===== src/design/sgbr_pkg.sv =====
package sgbr_pkg;

    // Default geometry
    localparam int SCREEN_WIDTH_DEF  = 480;
    localparam int SCREEN_HEIGHT_DEF = 272;
    localparam int GLYPH_ROWS_DEF    = 8;
    localparam int GLYPH_ADVANCE_DEF = 8;

    // Coordinate arithmetic width (covers cursor plus a full glyph of dots)
    localparam int CW = 14;

    // Highest cursor value before saturation
    localparam logic signed [CW-1:0] CURSOR_MAX = 14'sd2047;

    // RGB565 channel masks
    localparam logic [7:0] MASK_5 = 8'hF8;
    localparam logic [7:0] MASK_6 = 8'hFC;

    // Register indexes
    localparam logic [1:0] CFG_START_X = 2'd0;
    localparam logic [1:0] CFG_START_Y = 2'd1;
    localparam logic [1:0] CFG_SCALE   = 2'd2;
    localparam logic [1:0] CFG_COLOR   = 2'd3;

    // Datapath operation selected by the control word
    typedef enum logic [2:0] {
        OP_WAIT = 3'd0,
        OP_ROW  = 3'd1,
        OP_DOT  = 3'd2,
        OP_NROW = 3'd3,
        OP_DONE = 3'd4
    } t_op;

    // Jump condition of the control word
    typedef enum logic [2:0] {
        C_NEVER    = 3'd0,
        C_ALWAYS   = 3'd1,
        C_NO_ITEM  = 3'd2,
        C_COL_MORE = 3'd3,
        C_ROW_MORE = 3'd4
    } t_cond;

    typedef logic [2:0] t_pc;

    typedef struct packed {
        t_op   op;
        t_cond cond;
        t_pc   target;
    } t_ctrl;

    typedef struct packed {
        logic accept;
        logic col_more;
        logic row_more;
        logic stall;
    } t_status;

    // Step addresses
    localparam t_pc PC_WAIT = 3'd0;
    localparam t_pc PC_ROW  = 3'd1;
    localparam t_pc PC_DOT  = 3'd2;
    localparam t_pc PC_NROW = 3'd3;
    localparam t_pc PC_DONE = 3'd4;

    // Control store: one word per step, jump taken when the condition holds
    function automatic t_ctrl ucode(input t_pc pc);
        t_ctrl w;
        case (pc)
            PC_WAIT: w = '{op: OP_WAIT, cond: C_NO_ITEM,  target: PC_WAIT};
            PC_ROW:  w = '{op: OP_ROW,  cond: C_NEVER,    target: PC_WAIT};
            PC_DOT:  w = '{op: OP_DOT,  cond: C_COL_MORE, target: PC_DOT};
            PC_NROW: w = '{op: OP_NROW, cond: C_ROW_MORE, target: PC_ROW};
            PC_DONE: w = '{op: OP_DONE, cond: C_ALWAYS,   target: PC_WAIT};
            default: w = '{op: OP_WAIT, cond: C_ALWAYS,   target: PC_WAIT};
        endcase
        return w;
    endfunction

    // Pack 8-8-8 colour to RGB565
    function automatic logic [15:0] pack565(input logic [23:0] c);
        logic [7:0] r;
        logic [7:0] g;
        logic [7:0] b;
        r = c[23:16] & MASK_5;
        g = c[15:8] & MASK_6;
        b = c[7:0];
        return {r[7:3], g[7:2], b[7:3]};
    endfunction

endpackage


===== src/design/sgbr_seq.sv =====
module sgbr_seq (
    input  logic              i_clk,
    input  logic              i_rst_n,
    input  sgbr_pkg::t_status i_status,
    output sgbr_pkg::t_ctrl   o_ctrl
);

    sgbr_pkg::t_pc   r_pc;
    sgbr_pkg::t_pc   n_pc;
    sgbr_pkg::t_ctrl w_word;
    logic            w_take;

    assign w_word = sgbr_pkg::ucode(r_pc);
    assign o_ctrl = w_word;

    // Evaluate the jump condition
    always_comb begin
        case (w_word.cond)
            sgbr_pkg::C_NEVER:    w_take = 1'b0;
            sgbr_pkg::C_ALWAYS:   w_take = 1'b1;
            sgbr_pkg::C_NO_ITEM:  w_take = !i_status.accept;
            sgbr_pkg::C_COL_MORE: w_take = i_status.col_more;
            sgbr_pkg::C_ROW_MORE: w_take = i_status.row_more;
            default:              w_take = 1'b1;
        endcase
    end

    // Hold on stall, else jump or step
    always_comb begin
        if (i_status.stall) begin
            n_pc = r_pc;
        end else if (w_take) begin
            n_pc = w_word.target;
        end else begin
            n_pc = r_pc + 3'd1;
        end
    end

    always_ff @(posedge i_clk) begin
        if (!i_rst_n) begin
            r_pc <= sgbr_pkg::PC_WAIT;
        end else begin
            r_pc <= n_pc;
        end
    end

endmodule


===== src/design/scaled_glyph_block_renderer.sv =====
// A square comes out once the next visible dot is found or the glyph is
// finished; until then it is held as the pending square.
// One dot a cycle through the control program while the result side does not
// stall; a new item is taken only once the previous glyph is finished.
// Reset (synchronous, active low): cursor 0, start_x/start_y 0, scale 1,
// colour white, sequencer at its wait step, no item held.
module scaled_glyph_block_renderer #(
    parameter int SCREEN_WIDTH  = sgbr_pkg::SCREEN_WIDTH_DEF,
    parameter int SCREEN_HEIGHT = sgbr_pkg::SCREEN_HEIGHT_DEF,
    parameter int GLYPH_ROWS    = sgbr_pkg::GLYPH_ROWS_DEF,
    parameter int GLYPH_ADVANCE = sgbr_pkg::GLYPH_ADVANCE_DEF
) (
    input  logic        i_clk,
    input  logic        i_rst_n,
    // configuration write port
    input  logic        i_cfg_we,
    input  logic [1:0]  i_cfg_idx,
    input  logic [23:0] i_cfg_data,
    // input stream
    input  logic        i_s_tvalid,
    output logic        o_s_tready,
    input  logic [63:0] i_s_tdata,   // glyph_bits[63:0]
    input  logic        i_s_tuser,   // first_char
    // output stream
    output logic        o_m_tvalid,
    input  logic        i_m_tready,
    output logic [55:0] o_m_tdata,   // block_x[8:0], block_y[17:9], block_w[21:18],
                                     // block_h[25:22], pixel_color[41:26],
                                     // next_cursor[53:42], zero[55:54]
    output logic        o_m_tuser,   // block_valid
    output logic        o_m_tlast    // last_of_char
);

    localparam int CW = sgbr_pkg::CW;
    localparam logic signed [CW-1:0] SW_C = CW'(SCREEN_WIDTH);
    localparam logic signed [CW-1:0] SH_C = CW'(SCREEN_HEIGHT);
    localparam logic [2:0] ROW_LAST = 3'(GLYPH_ROWS - 1);
    localparam logic [4:0] ADV_C = 5'(GLYPH_ADVANCE);

    typedef struct packed {
        logic [8:0] x;
        logic [8:0] y;
        logic [3:0] w;
        logic [3:0] h;
    } t_blk;

    // Configuration registers
    logic signed [11:0] r_start_x;
    logic signed [11:0] r_start_y;
    logic [3:0]         r_scale;
    logic [23:0]        r_fg_color;

    // Character state
    logic signed [11:0]   r_cursor;
    logic signed [11:0]   r_base;
    logic [63:0]          r_glyph;
    logic [2:0]           r_row;
    logic [2:0]           r_col;
    logic signed [CW-1:0] r_bx;
    logic signed [CW-1:0] r_by;
    logic [8:0]           r_y0;
    logic [3:0]           r_h;
    logic                 r_yvis;

    // Pending square and output register
    logic       r_pend_v;
    t_blk       r_pend;
    logic       r_out_v;
    logic       r_out_bv;
    logic       r_out_last;
    t_blk       r_out;
    logic [15:0] r_out_color;
    logic [11:0] r_out_next;

    sgbr_pkg::t_ctrl   w_ctrl;
    sgbr_pkg::t_status w_status;

    logic [3:0]           w_s;
    logic signed [CW-1:0] w_s_ext;
    logic [8:0]           w_adv;
    logic signed [CW-1:0] w_next_raw;
    logic signed [11:0]   w_next;
    logic [15:0]          w_color;
    logic signed [CW-1:0] w_ye;
    logic signed [CW-1:0] w_y0;
    logic signed [CW-1:0] w_y1;
    logic signed [CW-1:0] w_xe;
    logic signed [CW-1:0] w_x0;
    logic signed [CW-1:0] w_x1;
    logic                 w_dot;
    logic                 w_vis;
    logic                 w_out_busy;
    logic                 w_accept;
    logic                 w_is_dot;
    logic                 w_is_done;
    t_blk                 w_new;

    sgbr_seq u_seq (
        .i_clk    (i_clk),
        .i_rst_n  (i_rst_n),
        .i_status (w_status),
        .o_ctrl   (w_ctrl)
    );

    // Effective scale, cursor advance and colour
    assign w_s        = (r_scale == 4'd0) ? 4'd1 : r_scale;
    assign w_s_ext    = $signed({{(CW-4){1'b0}}, w_s});
    assign w_adv      = 9'(ADV_C) * 9'(w_s);
    assign w_next_raw = CW'(r_base) + $signed({{(CW-9){1'b0}}, w_adv});
    assign w_next     = (w_next_raw > sgbr_pkg::CURSOR_MAX) ? 12'sd2047 : w_next_raw[11:0];
    assign w_color    = sgbr_pkg::pack565(r_fg_color);

    // Clip the current row vertically
    assign w_ye = r_by + w_s_ext;
    assign w_y0 = r_by[CW-1] ? '0 : r_by;
    assign w_y1 = (w_ye > SH_C) ? SH_C : w_ye;

    // Clip the current dot horizontally
    assign w_xe  = r_bx + w_s_ext;
    assign w_x0  = r_bx[CW-1] ? '0 : r_bx;
    assign w_x1  = (w_xe > SW_C) ? SW_C : w_xe;
    assign w_dot = r_glyph[{r_row, r_col}];
    assign w_vis = w_dot && r_yvis && (w_x1 > w_x0);

    assign w_new.x = w_x0[8:0];
    assign w_new.y = r_y0;
    assign w_new.w = 4'(w_x1 - w_x0);
    assign w_new.h = r_h;

    // Handshake and sequencer status; no item is taken during reset
    assign w_is_dot   = (w_ctrl.op == sgbr_pkg::OP_DOT);
    assign w_is_done  = (w_ctrl.op == sgbr_pkg::OP_DONE);
    assign o_s_tready = i_rst_n && (w_ctrl.op == sgbr_pkg::OP_WAIT);
    assign w_accept   = i_s_tvalid && o_s_tready;
    assign w_out_busy = r_out_v && !i_m_tready;

    assign w_status.accept   = w_accept;
    assign w_status.col_more = (r_col != 3'd7);
    assign w_status.row_more = (r_row != ROW_LAST);
    assign w_status.stall    = (w_is_dot && w_vis && r_pend_v && w_out_busy)
                               || (w_is_done && w_out_busy);

    // Configuration writes
    always_ff @(posedge i_clk) begin
        if (!i_rst_n) begin
            r_start_x  <= '0;
            r_start_y  <= '0;
            r_scale    <= 4'd1;
            r_fg_color <= 24'hFFFFFF;
        end else if (i_cfg_we) begin
            case (i_cfg_idx)
                sgbr_pkg::CFG_START_X: r_start_x  <= i_cfg_data[11:0];
                sgbr_pkg::CFG_START_Y: r_start_y  <= i_cfg_data[11:0];
                sgbr_pkg::CFG_SCALE:   r_scale    <= i_cfg_data[3:0];
                sgbr_pkg::CFG_COLOR:   r_fg_color <= i_cfg_data;
                default: ;
            endcase
        end
    end

    // Datapath steps driven by the control word
    always_ff @(posedge i_clk) begin
        case (w_ctrl.op)
            sgbr_pkg::OP_WAIT: begin
                if (w_accept) begin
                    r_glyph <= i_s_tdata;
                    r_base  <= i_s_tuser ? r_start_x : r_cursor;
                    r_by    <= CW'(r_start_y);
                    r_row   <= '0;
                end
            end
            sgbr_pkg::OP_ROW: begin
                r_bx   <= CW'(r_base);
                r_col  <= '0;
                r_y0   <= w_y0[8:0];
                r_h    <= 4'(w_y1 - w_y0);
                r_yvis <= (w_y1 > w_y0);
            end
            sgbr_pkg::OP_DOT: begin
                if (!w_status.stall) begin
                    r_bx  <= w_xe;
                    r_col <= r_col + 3'd1;
                end
            end
            sgbr_pkg::OP_NROW: begin
                r_by  <= w_ye;
                r_row <= r_row + 3'd1;
            end
            default: ;
        endcase
    end

    // Cursor: advance once the character is finished
    always_ff @(posedge i_clk) begin
        if (!i_rst_n) begin
            r_cursor <= '0;
        end else if (w_is_done && !w_status.stall) begin
            r_cursor <= w_next;
        end
    end

    // Pending square: hold one visible square until its successor or the end is known
    always_ff @(posedge i_clk) begin
        if (!i_rst_n) begin
            r_pend_v <= 1'b0;
        end else if (w_is_dot && w_vis && !w_status.stall) begin
            r_pend_v <= 1'b1;
            r_pend   <= w_new;
        end else if (w_is_done && !w_status.stall) begin
            r_pend_v <= 1'b0;
        end
    end

    // Output register: load from the pending square or an empty marker
    always_ff @(posedge i_clk) begin
        if (!i_rst_n) begin
            r_out_v <= 1'b0;
        end else if (w_is_dot && w_vis && r_pend_v && !w_status.stall) begin
            r_out_v     <= 1'b1;
            r_out_bv    <= 1'b1;
            r_out_last  <= 1'b0;
            r_out       <= r_pend;
            r_out_color <= w_color;
            r_out_next  <= w_next;
        end else if (w_is_done && !w_status.stall) begin
            r_out_v     <= 1'b1;
            r_out_bv    <= r_pend_v;
            r_out_last  <= 1'b1;
            r_out       <= r_pend_v ? r_pend : '0;
            r_out_color <= r_pend_v ? w_color : '0;
            r_out_next  <= w_next;
        end else if (i_m_tready) begin
            r_out_v <= 1'b0;
        end
    end

    assign o_m_tvalid = r_out_v;
    assign o_m_tuser  = r_out_bv;
    assign o_m_tlast  = r_out_last;
    assign o_m_tdata  = {2'b00, r_out_next, r_out_color, r_out.h, r_out.w, r_out.y, r_out.x};

    // An empty marker always closes its character
    a_marker_last: assert property (@(posedge i_clk) disable iff (!i_rst_n)
        o_m_tvalid && !o_m_tuser |-> o_m_tlast)
        else $error("empty marker without last flag");

    // A new item is taken only with no square left pending
    a_idle_clean: assert property (@(posedge i_clk) disable iff (!i_rst_n)
        o_s_tready |-> !r_pend_v)
        else $error("item taken while a square is pending");

    // A square that is sent has a nonzero clipped size
    a_block_size: assert property (@(posedge i_clk) disable iff (!i_rst_n)
        o_m_tvalid && o_m_tuser |-> (r_out.w != 4'd0) && (r_out.h != 4'd0))
        else $error("empty square sent as valid");

    // The finish step leaves the sequencer ready for the next item
    a_done_wait: assert property (@(posedge i_clk) disable iff (!i_rst_n)
        w_is_done && !w_status.stall |=> o_s_tready)
        else $error("sequencer did not return to its wait step");

endmodule


===== config.mk =====
export PLATFORM = sky130hd
export DESIGN_NAME = scaled_glyph_block_renderer
export DESIGN_NICKNAME = d
export VERILOG_FILES = /design/src/design/sgbr_pkg.sv /design/src/design/sgbr_seq.sv /design/src/design/scaled_glyph_block_renderer.sv
export SDC_FILE = /design/constraint.sdc
export NUM_CORES = 1
export LEC_CHECK = 0
export BUFFER_PORTS_ARGS = -buffer_cell sky130_fd_sc_hd__buf_4
export CORE_MARGIN = 10
export CORE_UTILIZATION = 43
export DETAILED_ROUTE_END_ITERATION = 6
export PLACE_DENSITY_LB_ADDON = 0.1
export SETUP_SLACK_MARGIN = 0.05
export SKIP_CTS_REPAIR_TIMING = 1
export SLEW_MARGIN = 10
export SYNTH_ARGS = -nofsm -noshare
export SYNTH_HDL_FRONTEND = slang
export SYNTH_SLANG_ARGS = --single-unit

===== constraint.sdc =====
create_clock -name i_clk -period 10.9 [get_ports i_clk]
set_clock_uncertainty 0.1 [all_clocks]
set_input_delay 0.545 -clock i_clk [delete_from_list [all_inputs] [get_ports i_clk]]
set_output_delay 0.545 -clock i_clk [all_outputs]
set_load 0.02 [all_outputs]

## Word level (Yosys, flattened, before mapping)

Index checks and enable logic that the tools add are counted.

| storage, ports and cells | value |
|---|---|
| flip-flop bits (word level) | 275 |
| word-level logic and storage cells | 131 |
| output and inout bits | 60 |

| cells by class | value |
|---|---|
| muxes and demuxes | 35 |
| order comparisons | 6 |
| $add $sub $neg | 8 |
| equality and inequality tests | 18 |
| reduce and logical (&&, ||, !) cells | 35 |

Operators with widths:

| operator | count |
|---|---|
| 26-bit 2-to-1 mux | 3 |
| 14-bit 2-to-1 mux | 4 |
| 14-bit one-hot mux with 2 select lines | 2 |
| 12-bit 2-to-1 mux | 4 |
| 16-bit 2-to-1 mux | 3 |
| 9-bit one-hot mux with 5 select lines | 1 |
| 14-bit by 5-bit adder with 14-bit output | 2 |
| 14-bit by 10-bit > comparator with 1-bit output (second input constant) | 2 |
| 14-bit > comparator | 2 |
| 13-bit 2-to-1 mux | 2 |
| 3-bit by 2-bit equality test with 1-bit output (second input constant) | 6 |
| 2-bit AND reduction | 9 |
| 12-bit by 8-bit adder with 13-bit output | 1 |
| 13-bit by 12-bit > comparator with 1-bit output (second input constant) | 1 |
| 1-bit logical AND | 12 |
| 3-bit one-hot mux with 2 select lines | 2 |
| 3-bit by 1-bit adder with 3-bit output (second input constant) | 3 |
| 3-bit equality test (second input constant) | 3 |
| 3-bit logical NOT | 3 |
| 3-bit 2-to-1 mux | 3 |
| 1-bit 2-to-1 mux | 8 |
| 2-bit nonzero test | 4 |
| 4-bit subtractor | 2 |
| 6-bit by 7-bit less-than comparator with 1-bit output (second input constant) | 1 |
| 13 further kinds | 19 |

## Longest topological paths before layout

| depth | value |
|---|---|
| word-level depth | 15 |
| gate-level depth with buffers | 23 |
| gate-level depth less buffers | 22 |

## Hierarchy

From an unflattened synthesis, not the netlist that was laid out.

| unflattened totals | value |
|---|---|
| cell total of the unflattened synthesis | 1011 |
| area total of the unflattened synthesis | 12475.7 µm² |

Modules (own cells, without submodules):

| module | times used | cells each | sequential area each (µm²) | area each (µm²) |
|---|---|---|---|---|
| scaled_glyph_block_renderer | 1 | 970 | 7347.0 | 12135.4 |
| sgbr_seq | 1 | 41 | 60.1 | 340.3 |

## Least setup slack after synthesis

Ideal clock, no wire load.

| timing | value |
|---|---|
| kind | register to register |
| from | reg r_scale[3] |
| to | reg r_out, in the netlist o_m_tdata[0] (enable) |
| library setup time | 539 ps |
| stages on the path, launching flop included | 23 |
| setup slack | 1864 ps |
| path buffers | 1 |
| data arrival time | 8397 ps |
| cells stage by stage | dfxtp_1 buf_2 nor3_1 or2_2 ha_1 inv_1 fa_1 nor2b_1 o31ai_1 a211oi_1 xnor2_1 nand4_1 nand2_1 o31ai_1 or2_2 fa_1 o221ai_1 a21oi_1 o221a_2 or4_4 nor3_4 nor2_1 nor3_1 |

| between the ends | value |
|---|---|
| word-level cells in the longest chain between the ends | 15 |
| elaborated cells between the ends (all ways) | 16 |
| classes of those cells | 1 x add/sub; 2 x order compare; 2 x mux; 11 x reduce/logical |

Ends and longest elaborated chain:

| element | RTL line | RTL |
|---|---|---|
| from (decl) | scaled_glyph_block_renderer.sv:50 | `logic [3:0] r_scale;` |
| from (signal assigned) | scaled_glyph_block_renderer.sv:154 | `sgbr_pkg::CFG_SCALE: r_scale <= i_cfg_data[3:0];` |
| 4-bit logical NOT | scaled_glyph_block_renderer.sv:106 | `assign w_s = (r_scale == 4'd0) ? 4'd1 : r_scale;` |
| 4-bit 2-to-1 mux * | scaled_glyph_block_renderer.sv:106 |  |
| 14-bit by 5-bit adder with 14-bit output * | scaled_glyph_block_renderer.sv:119 | `assign w_xe = r_bx + w_s_ext;` |
| 14-bit by 10-bit > comparator with 1-bit output | scaled_glyph_block_renderer.sv:121 | `assign w_x1 = (w_xe > SW_C) ? SW_C : w_xe;` |
| 14-bit 2-to-1 mux * | scaled_glyph_block_renderer.sv:121 |  |
| 14-bit > comparator * | scaled_glyph_block_renderer.sv:123 | `assign w_vis = w_dot && r_yvis && (w_x1 > w_x0);` |
| 1-bit logical AND * | scaled_glyph_block_renderer.sv:123 |  |
| 1-bit logical AND * (2 in series) | scaled_glyph_block_renderer.sv:140, scaled_glyph_block_renderer.sv:218 |  |
| 1-bit logical AND | scaled_glyph_block_renderer.sv:140 | `assign w_status.stall = (w_is_dot && w_vis && r_pend_v && w_out_busy)` |
| 1-bit logical OR | scaled_glyph_block_renderer.sv:141 | `\|\| (w_is_done && w_out_busy);` |
| 1-bit logical NOT | scaled_glyph_block_renderer.sv:218, scaled_glyph_block_renderer.sv:225 |  |
| 1-bit logical AND, on equally long branches | scaled_glyph_block_renderer.sv:225, scaled_glyph_block_renderer.sv:218 |  |
| 2-bit nonzero test (no source line) * | n/a |  |
| 2-bit AND reduction (no source line) * | n/a |  |
| to (signal assigned) | scaled_glyph_block_renderer.sv:222 | `r_out <= r_pend;` |
| to (signal assigned) | scaled_glyph_block_renderer.sv:229 | `r_out <= r_pend_v ? r_pend : '0;` |
| to (decl) | scaled_glyph_block_renderer.sv:71 | `t_blk r_out;` |

Every way passes the cells marked *; elsewhere a longest branch is shown, timed or not.
A chain may end at the register's enable or synchronous reset.

## Worst setup path in the final report

| timing | value |
|---|---|
| from | reg r_scale[3] |
| to | reg r_out, in the netlist o_m_tdata[17] (enable) |

Same word-level chain as after synthesis.

==> reports/results.md <==
| Group | Quantity | Value |
|:---|:---|:---|
| global route | Number of global-route vias before repair | 7892 |
| pwr | Max IR drop VDD | 144 uV |
| synth | Count of state elements after synthesis | 267 |
| synth | Cell count after synthesis | 984 |
| clock tree | H-tree depth | 1 |
| worst setup path | Worst Setup Path Type | register to register |
| drt | Routed length per instance | 17.2 um |
| synth | Average footprint of a synthesized cell | 12.3 um^2 |
| global route | Total global routing track utilization | 15.1% |
| synth | Yosys warns | 0 |
| synth | Most instantiated library cell after synthesis | sky130_fd_sc_hd__edfxtp_1 |
| timing | Final-report hold violation count | 0 |
| synth | Top cell type by total area after synthesis | sky130_fd_sc_hd__edfxtp_1 |
| floorplan | Die Footprint | 0.0353 mm^2 |
| synth | Proportion of synthesized flip-flops having asynchronous set or reset | 0% |
| timing | Number of endpoints failing setup at the final stage | 0 |
| timing | Post-layout min period | 7.26 ns |
| pwr | Leakage power | 0.00581 uW |
| layout | Ratio of cells with drive above 1 in the final layout | 21.2% |
| drt | Residual antenna-violating net count after detailed routing | 0 |
| floorplan | Core footprint | 0.0278 mm^2 |
| drt | Remaining design rule violation count | 0 |
| floorplan | Initial Utilization | 43.7% |
| synth | Adder-cell share of the synthesized area | 5.41% |
| timing | Max-Slew Margin vs Limit | 32.6% |
| global route | Total congestion overflow | 0 |
| timing | Post-route clock period utilization | 66.6% |
| clock tree | CTS tree | built |
| floorplan | # IOs | 156 |
| synth | Share of the synthesized area in compound gates (AO/OA/AOI/OAI) | 6.91% |
| layout | Relative area change from synthesis to final layout | 20.7% |
| placed design | Count of input and output buffers | 150 |
| worst setup path | Endpoint type of the worst setup path | register |
| clock tree | Clock insertion delay at the later pin of the skew report | 0.55 ns |
| synth | Synth Area in Simple Gates | 14.3% |
| synth | Main combinational cell family by area after synthesis | simple AND/OR/NAND/NOR gates |
| drt | Met1 layer wirelength in the final routing | 11.9 mm |
| worst setup path | Worst stage delay on the critical path | 0.70 ns |
| synth | Synth cell count leaders | sky130_fd_sc_hd__edfxtp_1 (206), sky130_fd_sc_hd__nand2_1 (101), sky130_fd_sc_hd__nor2_1 (72), sky130_fd_sc_hd__dfxtp_1 (61) |
| pwr | Power density over cell area | 218 mW/mm^2 |
| run | Max-capacitance violation count | 0 |
| timing | Final max-slew violation count | 0 |
| run status | Outcome | completed |
| timing | Setup repair after global routing missed its margin | no |
| clock tree | Root buffer cell | sky130_fd_sc_hd__clkbuf_16 |
| synth | Multiplexer fraction of the synthesized cell area | 6.37% |
| synth | Area share of the leading cell type in the synthesized netlist | 51.0% |
| worst setup path | Maximum fanout along the worst path | 49 |
| clock tree | CTS Buf Count | 29 |
| placed design | Routability-driven placement congestion ratio | 0.810 |
| drt | Detailed-route via count | 7708 |
| synth | Area contributors post-synth | sky130_fd_sc_hd__edfxtp_1 (51%), sky130_fd_sc_hd__dfxtp_1 (10%), sky130_fd_sc_hd__ha_1 (4.3%) |
| worst hold path | Path type of the worst min-delay path | input pin to register |
| pwr | Total power consumption of the routed design | 3200 uW |
| timing | Worst-margin pin slew | 0.986 ns |
| drt | Count of routing violations after the opening detailed-route iteration | 449 |
| worst setup path | Launching element type of the critical path | register |
| synth | Mapped cell area | 0.0121 mm^2 |
| drt | Number of optimization iterations in the first detailed-route pass | 5 |
| layout | Net count of the finished layout | 1276 |
| synth | Parity-gate share of the synthesized area counting xor and xnor cells | 2.82% |
| placed design | Cell area after placement | 0.0136 mm^2 |
| timing | Highest attainable clock frequency | 138 MHz |
| synth | Number of synthesized flops with an enable pin | 206 |
| drt | Wire length on met3 | 1.89 mm |
| layout | Cell area after layout | 0.0146 mm^2 |
| synth | Most instantiated flip-flop cell in the synthesis netlist | sky130_fd_sc_hd__edfxtp_1 |
| floorplan | Die width | 188 um |
| worst setup path | Worst path cell trace | nor3_1, or2_2, ha_1, a21o_1, o2111ai_1, a211oi_1, xnor2_1, nand4_1, o31ai_1, nor2_1, ha_1, nand3_1, o221ai_1, a21oi_1, o221a_2, or4_4, nor3_4, nor2_1, nor3_2, buf_4 |
| drt | DR WL met2 | 12.1 mm |
| layout | Antenna Diode Count | 0 |
| worst setup path | Endpoint required time on the critical path | 10.97 ns |
| floorplan | Row Count | 61 |
| synth | Number of distinct library cell variants in the gate-level netlist after synthesis | 66 |
| worst setup path | Arrival time worst endpoint | 7.34 ns |
| clock tree | Sink Count | 267 |
| drt | Total length of routed wires | 26.4 mm |
| clock tree | CTS clk-pin slew, worst paths | 0.06 ns |
| global route | Pin count of the biggest net entering global routing | 77 |
| placed design | DP Wirelength | 19.0 mm |
| floorplan | Height of the die | 188 um |
| clock tree | Bufs on Longest Clock Path | 3 |
| global route | Antenna violations before repair | 0 |
| worst setup path | Slowest cell on the critical path | sky130_fd_sc_hd__dfxtp_1 |
| drt | Via-to-Cell Ratio | 5.03 |
| synth | Post-synthesis sequential area ratio | 61.1% |
| timing | Setup TNS after final layout | 0 ns |
| drt | Top routing layer in use | met4 |
| global route | First-pass GRT wire length | 43.2 mm |
==> flip-flops by register name, indices dropped and copies added, names as in the netlist, 14 cells and up <==
register,flops
o_m_tdata,26
r_bx,14
r_glyph,64
r_fg_color,16
r_pend,26
r_by,14
r_out_color,16
==> layout make-up <==
type / count / area, um^2
clock inverters: 16 / 258
flip-flops and latches: 267 / 7410
fillers: 2506 / 13100
well taps: 378 / 473
clock buffers: 37 / 756
repair buffers: 160 / 1200
inverters: 46 / 173
multi-input cells: 629 / 4370
==> through the flow <==
stage	util, %	hold slack (ns)	setup WS (ns)	cells
6_report	52.7	0.0797	3.64	1533
5_1_grt	52.7	0.0567	2.91	1533
4_1_cts	52.7	0.0551	3.51	1533
3_5_place_dp	49.1	0.305	3.56	1480
3_3_place_gp	49.1	0.301	3.63	1480
2_1_floorplan	-	0.300	1.86	985
==> path summary, 6_finish.rpt <==
path	cells after the start	endpoint	slack (ns)	from
setup reg to reg	20	o_m_tdata[17]	3.64	r_scale[3]
hold reg to reg	0	r_pend[9]	0.31	r_y0[1]
hold / removal	1	r_glyph[10]	0.08	i_s_tdata[10]
setup / recovery	20	o_m_tdata[17]	3.64	r_scale[3]
==> kinds of logic (layout without fill, tap and decap cells) <==
family / after synthesis / count (layout)
mux: 61 / 61
xor+xnor: 39 / 39
simple gates: 350 / 350
compound gates: 127 / 127
fa+ha+maj: 50 / 50
flops: 267 / 267
other cells: 1 / 2
buf+inv: 89 / 259
==> placed cells by master (no fill, tap or decap), types with 4 or more instances in the layout <==
cell,count
sky130_fd_sc_hd__mux2i_1,34
sky130_fd_sc_hd__ha_1,42
sky130_fd_sc_hd__a211oi_1,8
sky130_fd_sc_hd__a311oi_1,6
sky130_fd_sc_hd__nand2_1,101
sky130_fd_sc_hd__xor2_1,13
sky130_fd_sc_hd__and3_1,7
sky130_fd_sc_hd__mux4_2,10
sky130_fd_sc_hd__clkinv_1,4
sky130_fd_sc_hd__fa_1,5
sky130_fd_sc_hd__buf_4,160
sky130_fd_sc_hd__edfxtp_1,206
sky130_fd_sc_hd__nor3_1,9
sky130_fd_sc_hd__and2_1,45
sky130_fd_sc_hd__mux2_2,16
sky130_fd_sc_hd__a21oi_1,29
sky130_fd_sc_hd__dfxtp_1,61
sky130_fd_sc_hd__o31ai_1,4
sky130_fd_sc_hd__bufinv_16,7
sky130_fd_sc_hd__nor2_1,72
sky130_fd_sc_hd__o21ai_0,33
sky130_fd_sc_hd__nor2b_1,16
sky130_fd_sc_hd__clkbuf_1,8
sky130_fd_sc_hd__clkinv_2,4
sky130_fd_sc_hd__nand3_1,33
sky130_fd_sc_hd__or2_2,5
sky130_fd_sc_hd__nor4_1,4
sky130_fd_sc_hd__nand4_1,9
sky130_fd_sc_hd__clkbuf_16,29
sky130_fd_sc_hd__inv_1,44
sky130_fd_sc_hd__xnor2_1,26
sky130_fd_sc_hd__nand2b_1,31
sky130_fd_sc_hd__a21o_1,14
==> power breakdown <==
group	leakage [uW]	internal, uW	total (uW)	switching [uW]
sequential	0.00241	1270	1370	101
clock	0.000491	653	1040	384
combinational	0.00291	337	786	449
==> per-layer routing <==
| layer | track usage [%] | up-vias |
|---|---|---|
| li1 | - | 3840 |
| met1 | 19.8 | 3641 |
| met2 | 24.3 | 193 |
| met3 | 4.10 | 34 |
| met4 | 3.66 | 0 |
| met5 | 0 | - |
==> worst max-delay path, delay by kind of cell (launching register included) <==
family | cells | cell delay [ns]
and+or+nand+nor | 9 | 2.36
xor gates and xnor gates | 1 | 0.62
buffers and inverters | 1 | 0.63
DFF | 1 | 0.70
adders and majority gates | 2 | 0.57
AOI/OAI and AO/OA | 7 | 1.84
Note: power is estimated with default switching activity, not from simulation.
